===== src/rtl/core/sdhg_ram.sv =====
// Generic single-port-write, single-port-read RAM with registered read data.
// No dependencies.
module sdhg_ram #(
    parameter int WIDTH = 8,
    parameter int DEPTH = 64
) (
    input  logic                     i_clk,
    input  logic                     i_we,
    input  logic [$clog2(DEPTH)-1:0] i_waddr,
    input  logic [WIDTH-1:0]         i_wdata,
    input  logic [$clog2(DEPTH)-1:0] i_raddr,
    output logic [WIDTH-1:0]         o_rdata
);
    logic [WIDTH-1:0] r_mem [DEPTH];
    logic [WIDTH-1:0] r_rdata;

    always_ff @(posedge i_clk) begin
        if (i_we) begin
            r_mem[i_waddr] <= i_wdata;
        end
        r_rdata <= r_mem[i_raddr];
    end

    assign o_rdata = r_rdata;
endmodule

===== config.mk =====
export PLATFORM = sky130hd
export DESIGN_NAME = sdhg_ram
export DESIGN_NICKNAME = d
export VERILOG_FILES = /design/src/rtl/core/sdhg_ram.sv
export SDC_FILE = /design/constraint.sdc
export NUM_CORES = 1
export LEC_CHECK = 0
export BUFFER_PORTS_ARGS = -buffer_cell sky130_fd_sc_hd__buf_2
export CAP_MARGIN = 0
export CORE_AREA = 2 2 288 148
export DETAILED_ROUTE_END_ITERATION = 10
export DIE_AREA = 0 0 290 150
export HOLD_SLACK_MARGIN = 0.05
export PLACE_DENSITY = 0.67
export SETUP_SLACK_MARGIN = 0.5
export SYNTH_ARGS = -nofsm -noshare
export SYNTH_HDL_FRONTEND = slang
export SYNTH_SLANG_ARGS = --single-unit

===== constraint.sdc =====
create_clock -name i_clk -period 2.5 [get_ports i_clk]
set_input_delay 0.125 -clock i_clk [delete_from_list [all_inputs] [get_ports i_clk]]
set_output_delay 0.125 -clock i_clk [all_outputs]
set_load 0.005 [all_outputs]

==> results of run 1 <==
==> sequential cells by signal, summed over array words and instances (netlist names) <==
register,cells
r_mem,512
o_rdata,8
==> power breakdown <==
part | switching (uW) | internal [uW]
clock network | 2990 | 3590
registers | 30.8 | 9640
logic | 581 | 382
total | 3600 | 13600
==> final cells by class <==
class	count	area (sq um)
multi-input cells	369	4320
flip-flops and latches	520	15500
fillers	3041	18100
clock inverters	26	201
repair buffers	152	1160
clock buffers	51	1150
well taps	550	688
==> cells in the final DEF (no fill, tap or decap), drive strengths merged <==
master	n
buf	145
mux2	13
nand3	13
o21a	2
a22oi	3
nand4	2
nand4b	1
nor3	7
o21ai	4
o221a	2
o22ai	8
bufinv	3
nor2	83
and2	1
clkinv	20
mux2i	23
nand3b	3
nand2b	7
clkbuf	52
nand2	19
o2111ai	3
a31oi	1
o32ai	2
o41ai	2
a221oi	6
or3	1
dfxtp	8
o311ai	1
edfxtp	512
mux4	126
a211oi	4
nor2b	14
o2bb2ai	3
nor4	2
clkinvlp	3
o221ai	8
dlygate4sd3	6
a2111oi	2
a21oi	3
==> metal layers <==
layer | GRT usage, % | wire length (um)
met5 | 1.11 | 64
met1 | 36.4 | 21700
met3 | 7.17 | 5870
met2 | 29.5 | 18900
met4 | 3.70 | 533
==> stage by stage <==
stage               instance area, sq um  util [%]
floorplan                          20200         -
global placement                   21600      52.5
detailed placement                 21600      52.5
CTS                                23000      56.0
global route                       23100      56.0
finish                             23100      56.0
==> kinds of logic (layout without fill, tap and decap cells) <==
family / count (synthesis) / after routing / synth area share (%)
AO/OA/AOI/OAI: 54 / 54 / 2.07
buffers and inverters: 51 / 229 / 1.57
flip-flops: 520 / 520 / 77.0
multiplexers: 162 / 162 / 15.9
AND/OR/NAND/NOR: 153 / 153 / 3.39
==> worst max-delay path by stage <==
stage	endpoint	from	depth (start not counted)	slack (ns)
2_1_floorplan	o_rdata[3]	i_raddr[1]	7	0.71
6_report	o_rdata[5]	r_mem[1][5]	5	0.55
5_1_grt	o_rdata[5]	r_mem[3][5]	5	0.51
3_5_place_dp	o_rdata[5]	i_raddr[0]	7	0.20
4_1_cts	o_rdata[0]	r_mem[47][0]	5	0.53
3_3_place_gp	o_rdata[3]	i_raddr[0]	6	0.22
==> repair_timing <==
action | CTS | global route
setup endpoints to repair | 0 | 1
gates resized for setup | 0 | 1
hold buffers | 6 | 0
hold endpoints to repair | 45 | 0
==> worst reg2reg max path: stages, from the launching register on <==
cell       delay (ns)
edfxtp_1         0.38
mux4_2           0.45
nor2b_1          0.15
a2111oi_0        0.51
buf_4            0.25
o41ai_1          0.08
==> out/qor.yml, run 1 <==
first_pass_iters: 7
grt_antenna_before_repair: 0
drive_gt1_share_pct: 31.0
grt_pass1_wl_mm: 69.4
drv_cap: 0
worst-path-buf-inv: 1
worst_pin_slew_ns: 0.738
die_x_um: 290
worstHoldStart: "i_waddr[2]"
cts_made_buffers: 44
final_max_slew_viol_count: 0
yosysUniqueCellTypes: 40
core_sq_um: 41200
cts_sinks: 520
postCtsSetupBuffers: 0
synth.net_count: 962
syn_area_per_cell_sq_um: 21.5
ys_warn_count: 0
areaGrowthSynthToFinish_pct: 14.3
slew-limit-headroom_pct: 50.8
grt_pass1_vias: 9857
synthFlopType: "edfxtp_1"
hp-class: "in -> reg"
dpl_worst_slack_ns: 0.195
die_y_um: 150
root_buffer: "clkbuf_16"
critical_path.cell_chain: "mux4_2, nor2b_1, a2111oi_0, buf_4, o41ai_1"
timing.final.ws_setup_ns: 0.550
yosys-top-cells-count: "edfxtp_1, mux4_2, nor2_1"
syn-cell-area_sq_um: 20200
rsz0062_at_grt: "no"
max_stage_delay_ns: 0.51
crit_required_ns: 2.92
reg2reg_from: "r_mem[1][5]"
hold_ws_ns: 0.108
synth_top_area_cell: "edfxtp_1"
synthArstFlopShare_pct: 0
drtAntennaViolNets: 0
synth-edff-count: 512
worstSetupEndpointType: "flip-flop"
die_area_sq_um: 43500
synth.top_cell.area_share_pct: 76.2
pin_count: 30
setup_viol: 0
clock.fmax_ghz: 0.513
drt_iter0_markers: 1466
fin_cells: 1668
port_buffers: 29
p_per_area_nw_per_um2: 747
power_leakage_uw: 0.00738
crit_path_start_kind: "flip-flop"
fin_setup_tns_ns: 0
fin_crit_ns: 1.95
antenna_cells: 0
ys_ff_latch: 520
avgViaCountPerCell: 6.05
timing.rr.end: "o_rdata[5]"
rows: 53
wl_per_cell_um: 28.2
rrSetupSlack_ns: 0.55
start_util_pct: 49.0
postSynthCellCount: 940
hold_depth: 3
synth_most_common_cell: "edfxtp_1"
worstPathMaxFanout: 1
reg2reg_depth: 5
yosys-top-cells-area: "edfxtp_1, mux4_2, nor2_1"
gp_congestion: 0.850
finalClockSkew_ns: 0.0210
fin_crit_sh_pct: 78.0
routed_wl_mm: 47.0
seq_area_frac_synth_pct: 77.0
cts_tree: "built"
insertion_delay_ns: 0.55
nNetsFinal: 1109
total_power_uw: 17200
peakVddDrop_v: 0.000522
critical-path-top-delay-family: "compound AO/OA/AOI/OAI gates"
min_to: "r_mem[55][3]"
vias: 10100
finalHoldViolations: 0
clock_path_buffers: 3
arrival_ns: 2.37
critPathSlowestCell: "a2111oi_0"
gr-total-overflow: 0
globalRouteTotalUtil_pct: 22.4
cts_max_level: 2
clk_pin_slew_ns: 0.07
dp.cells: 1585
status: "finished, final reports clean"
drc: 0
grt_max_degree: 65
dpl.hpwl_mm: 31.3
criticalPathCategory: "reg -> reg"
Power figures use the tool's default switching activity.
==> run 2: changes to the inputs <==
==> constraint.sdc (replaced) <==
create_clock -name i_clk -period 1.82 [get_ports i_clk]
set_input_delay 0.091 -clock i_clk [delete_from_list [all_inputs] [get_ports i_clk]]
set_output_delay 0.091 -clock i_clk [all_outputs]
set_load 0.005 [all_outputs]
==> run 2 against run 1 <==
  * The flow now finishes with violations (setup timing)
  * Via count up 0.81%
  * Cell area is 3.5% higher
  * Sequential share of layout area down 2.3 points
  * First-iteration DRC count down 5.1%
  * Utilization rose by 2.0 points
  * Non-clock buffer count down 14
  * Register-to-register slack got worse by 0.66 ns
  * Hold slack got worse by 0.0099 ns
  * Critical endpoint is now o_rdata[1]
  * Largest cell class unchanged
==> out/qor.yml, run 2 (synthesis gave the netlist of run 1 again) <==
clk_pin_slew_ns: 0.07  # about the same
final_cell_mix: "edfxtp_1, mux4_2, buf_4"
dp.cells: 1571  # -0.88%
drv_cap: 0  # unchanged
timing.rr.end: "o_rdata[1]"
criticalPathCategory: "reg -> reg"
wl_per_cell_um: 29.3  # +3.9%
finalHoldViolations: 0  # unchanged
p_switching_uw: 5100  # +42%
port_buffers: 29  # unchanged
clock_path_buffers: 3  # unchanged
p_clk_share_pct: 39.4  # +1.2 points
drc: 0  # unchanged
worst_pin_slew_ns: 1.23  # +0.491 ns
fin_setup_tns_ns: -0.205  # -0.205 ns
core_sq_um: 41200  # unchanged
comb_power_share_pct: 6.3  # +0.7 points
grt_max_degree: 65  # unchanged
antenna_cells: 0  # unchanged
fin_cells: 1649  # -1.1%
final_util_pct: 58.0  # +2.0 points
start_util_pct: 49.0  # unchanged
drtAntennaViolNets: 0  # unchanged
die_area_sq_um: 43500  # unchanged
crit_required_ns: 2.26  # -0.66 ns
worstSetupEndpointType: "flip-flop"
crit_path_start_kind: "flip-flop"
globalRouteTotalUtil_pct: 22.9  # +0.56 points
fin_crit_ns: 1.94  # -0.0150 ns
die_x_um: 290  # unchanged
worstHoldStart: "i_wdata[5]"
nNetsFinal: 1094  # -1.4%
dpl_worst_slack_ns: -0.451  # -0.647 ns
p_seq_share_pct: 54.3  # -1.9 points
avgViaCountPerCell: 6.17  # +2.0%
cts_tree: "built"
drive_gt1_share_pct: 38.6  # +7.5 points
status: "finished, violations left"
top_register: "r_mem"
rsz0062_at_grt: "yes"
routed_wl_mm: 48.3  # +2.8%
power_leakage_uw: 0.00747  # +1.1%
largest_reg_flops: 512  # unchanged
die_y_um: 150  # unchanged
drt_iter0_markers: 1391  # -5.1%
p_per_area_nw_per_um2: 1020  # +37%
violations: "setup timing"
cts_sinks: 520  # unchanged
finalClockSkew_ns: 0.0206  # -0.000434 ns
hold_depth: 1  # -2
clock.fmax_ghz: 0.517  # +0.78%
root_buffer: "clkbuf_16"
reg2reg_from: "r_mem[3][1]"
rows: 53  # unchanged
hp-class: "in -> reg"
timing.final.ws_setup_ns: -0.115  # -0.665 ns
insertion_delay_ns: 0.57  # +0.02 ns
rrSetupSlack_ns: -0.12  # -0.66 ns
worstPathMaxFanout: 1  # unchanged
gp_congestion: 0.818  # -3.8%
setup_viol: 3  # +3
final_max_slew_viol_count: 0  # unchanged
pin_count: 30  # unchanged
postCtsSetupBuffers: 0  # unchanged
grt_pass1_wl_mm: 71.0  # +2.3%
min_to: "r_mem[19][5]"
final_common_cell: "edfxtp_1"
grt_pass1_vias: 10200  # +3.2%
first_pass_iters: 7  # unchanged
cts_max_level: 2  # unchanged
dpl.hpwl_mm: 32.0  # +2.3%
vias: 10200  # +0.81%
fin_crit_sh_pct: 106  # +28 points
peakVddDrop_v: 0.000781  # +50%
slew-limit-headroom_pct: 18.1  # -33 points
gr-total-overflow: 0  # unchanged
internal-power_uw: 19400  # +42%
areaGrowthSynthToFinish_pct: 18.4
arrival_ns: 2.37  # about the same
grt_antenna_before_repair: 1  # +1
swShare_pct: 20.9  # -0.059 points
cts_made_buffers: 43  # -2.3%
reg2reg_depth: 5  # unchanged
[run 2: cell type report]
type | count | area (sq um)
clock inverters | 19 | 264
flip-flops and latches | 520 | 15500
clock buffers | 53 | 1160
well taps | 550 | 688
repair buffers | 138 | 1250
fillers | 2944 | 17300
multi-input cells | 369 | 4970
[run 2: per-layer routing]
layer	vias to the layer above	wire, um	track usage, %
li1	4199	-	-
met1	5422	23000	37.1
met2	494	19300	30.0
met3	61	5170	7.25
met4	0	863	5.08
met5	-	0	0
[run 2: how the worst max path moves through the flow]
stage | startpoint | endpoint | cells past startpoint
4_1_cts | r_mem[3][1] | o_rdata[1] | 5
3_5_place_dp | i_raddr[0] | o_rdata[0] | 7
6_report | r_mem[3][1] | o_rdata[1] | 5
5_1_grt | r_mem[3][1] | o_rdata[1] | 5
3_3_place_gp | i_raddr[1] | o_rdata[0] | 5
2_1_floorplan | r_mem[21][4] | o_rdata[4] | 5
[run 2: worst max-delay path, cell delays in order, from the launching register on]
cell and delay, ns:
edfxtp_1 0.38, mux4_2 0.55, mux4_2 0.55, nor2_4 0.15, nor3_2 0.05, o2bb2ai_1 0.13
[run 2: metrics by stage]
stage,power (uW),hold slack (ns),area [sq um]
floorplan,14300,0.190,20900
global placement,15000,0.526,22300
detailed placement,15000,0.522,22300
CTS,24600,0.0629,23900
global route,25100,0.0874,23900
finish,24500,0.0986,23900
[run 2: power groups by stage]
stage	registers, uW	clock network, uW	logic, uW
6_report	13300	9640	1540
5_1_grt	13300	10200	1630
4_1_cts	13300	9750	1530
3_5_place_dp	13600	0	1470
3_3_place_gp	13600	0	1450
2_1_floorplan	13500	0	810
[run 2: timing repair]
action / 4_1_cts / 5_1_grt
endpoints found under the setup margin: 8 / 8
endpoints found under the hold margin: 70 / 0
pin swaps: 4 / 0
gates cloned: 0 / 0
hold buffers: 6 / 0
resized for setup: 21 / 2
==> run 3: changes to the inputs <==
--- a/config.mk
+++ b/config.mk
@@ -8,10 +8,12 @@
 export BUFFER_PORTS_ARGS = -buffer_cell sky130_fd_sc_hd__buf_2
 export CAP_MARGIN = 0
 export CORE_AREA = 2 2 288 148
+export CTS_BUF_LIST = sky130_fd_sc_hd__clkbuf_4
 export DETAILED_ROUTE_END_ITERATION = 10
 export DIE_AREA = 0 0 290 150
 export HOLD_SLACK_MARGIN = 0.05
 export PLACE_DENSITY = 0.67
+export REMOVE_ABC_BUFFERS = 1
 export SETUP_SLACK_MARGIN = 0.5
 export SYNTH_ARGS = -nofsm -noshare
 export SYNTH_HDL_FRONTEND = slang
==> run 3 against run 2 <==
  * The flow finishes with violations (hold timing, setup timing)
  * Final cell count up 12%
  * Maximum frequency up 3.6%
  * Critical path depth unchanged
  * Die area stayed put
  * Utilization is 0.12 points higher
  * Sequential cell count stayed put
  * Largest cell class unchanged
  * Largest power group unchanged
==> out/qor.yml, run 3 (synthesis gave the netlist of run 1 again) <==
status: "finished, violations left"
violations: "hold timing, setup timing"
final_cell_mix: "edfxtp_1, clkbuf_4, buf_4"
cts_sinks: 520  # unchanged
avgViaCountPerCell: 5.89  # -4.5%
vias: 10900  # +7.0%
multiInputGateArea_sq_um: 4490  # -9.8%
final_util_pct: 58.1  # +0.12 points
setup_viol: 1  # -2
route.met3.wl_mm: 5.79  # +12%
timing.final.ws_setup_ns: -0.0476  # +0.0678 ns
routed_wl_mm: 49.4  # +2.2%
port_buffers: 29  # unchanged
core_sq_um: 41200  # unchanged
gp_congestion: 0.842  # +2.9%
power_leakage_uw: 0.00799  # +6.9%
drtAntennaViolNets: 0  # unchanged
drc: 0  # unchanged
slew-limit-headroom_pct: 18.6  # +0.57 points
gr-total-overflow: 0  # unchanged
arrival_ns: 2.53  # +0.16 ns
worstSetupEndpointType: "flip-flop"
regArea_sq_um: 15500  # about the same
critPathSlowestCell: "mux4_2"
start_util_pct: 49.0  # unchanged
criticalPathCategory: "reg -> reg"
root_buffer: "clkbuf_4"
finalHoldViolations: 8  # +8
dpl.hpwl_mm: 31.9  # -0.59%
fin_crit_ns: 1.87  # -0.0678 ns
peakVddDrop_v: 0.000591  # -24%
critical_path.cell_chain: "mux4_2, mux2_4, o221a_4, nor3_4, o32ai_1"
fin_cells: 1848  # +12%
final_max_slew_viol_count: 0  # unchanged
cts_tree: "built"
hp-class: "in -> reg"
grt_pass1_vias: 10600  # +3.7%
rows: 53  # unchanged
worstPathMaxFanout: 1  # unchanged
cts_max_level: 3  # +1
drv_cap: 0  # unchanged
final_common_cell: "edfxtp_1"
areaGrowthSynthToFinish_pct: 18.6
crit_required_ns: 2.49  # +0.23 ns
dpl_worst_slack_ns: -0.386  # +0.0655 ns
largest_reg_flops: 512  # unchanged
worst_pin_slew_ns: 1.22  # -0.00850 ns
rsz0062_at_grt: "yes"
antenna_cells: 0  # unchanged
dp.cells: 1628  # +3.6%
drive_gt1_share_pct: 41.5  # +2.9 points
die_y_um: 150  # unchanged
die_area_sq_um: 43500  # unchanged
top_register: "r_mem"
grt_pass1_wl_mm: 72.2  # +1.7%
pin_count: 30  # unchanged
die_x_um: 290  # unchanged
nNetsFinal: 1235  # +13%
globalRouteTotalUtil_pct: 23.5  # +0.50 points
top_layer_used: "met4"
grt_max_degree: 65  # unchanged
clk_pin_slew_ns: 0.07  # about the same
wl_met2_mm: 20.2  # +4.8%
crit_path_start_kind: "flip-flop"
fill_cells: 3004  # +2.0%
grt_antenna_before_repair: 0  # -1
finalClockSkew_ns: 0.0328  # +0.0122 ns
drt_iter0_markers: 1368  # -1.7%
p_per_area_nw_per_um2: 984  # -4.0%
cts_made_buffers: 111  # +160%
hold_ws_ns: -0.289  # -0.388 ns
fin_crit_sh_pct: 103  # -3.7 points
max_stage_delay_ns: 0.53  # -0.02 ns
clock_path_buffers: 3  # unchanged
wl_met1_mm: 22.7  # -0.94%
wl_per_cell_um: 26.7  # -8.8%
insertion_delay_ns: 0.82  # +0.25 ns
first_pass_iters: 5  # -2
clock.fmax_ghz: 0.535  # +3.6%
==> run 3: cell count changes in the layout (fill, tap and decap cells not counted), sizes merged <==
cell / previous run / this run
bufinv: 7 / 0
dlymetal6s4s: 0 / 2
inv: 0 / 4
dlygate4sd3: 6 / 18
buf: 131 / 190
clkinv: 11 / 22
clkinvlp: 1 / 0
clkbuf: 54 / 173
==> run 3: stage by stage <==
stage          area (sq um)  power (uW)  hold WS (ns)   TNS [ns]
2_1_floorplan         19900       14000         0.190          0
3_3_place_gp          22100       14900         0.504      -2.09
3_5_place_dp          22100       15000         0.516      -2.23
4_1_cts               23800       23700        -0.360  -0.000553
5_1_grt               23900       24500        -0.347     -0.227
6_report              23900       23500        -0.289    -0.0476
==> run 3: area by class of cell <==
cell class / count / share of cell area, %
tap: 550 / 2.88
sequential: 520 / 65.0
clock inverter: 26 / 0.434
clock buffer: 172 / 5.40
multi-input combinational: 369 / 18.8
timing repair buffer: 211 / 7.55
==> run 3: what timing repair did <==
item                       CTS  global route
hold buffers                18             2
hold endpoints to repair   551            15
pin swaps                    8             0
setup buffers                0             2
setup endpoints to repair   16            41
resized for setup           35            12
==> run 3: worst paths after layout <==
path                            depth (start not counted)         end    startpoint  slack (ns)
worst max-delay path                                    5  o_rdata[6]  r_mem[21][6]       -0.05
worst min-delay path                                    3  o_rdata[2]    i_raddr[5]       -0.29
worst max register to register                          5  o_rdata[6]  r_mem[21][6]       -0.05
worst min register to register                          4  o_rdata[7]   r_mem[4][7]        0.90
==> run 3: power breakdown <==
part           total, uW  switching, uW  internal (uW)
sequential         13300           40.2          13200
combinational       1530            858            674
clock               8720           4430           4290
==> run 3: worst max-delay path: cells and delay by family, from the launching register on <==
kind | cells | cell delay [ns]
muxes | 2 | 0.82
DFF | 1 | 0.40
AOI/OAI and AO/OA | 2 | 0.37
and+or+nand+nor | 1 | 0.13
==> run 3: metal layers <==
metal  global-route usage, %  up-vias
met4                    5.65        0
li1                        -     4556
met2                    30.5      633
met3                    8.15       51
met5                       0        -
met1                    37.3     5652
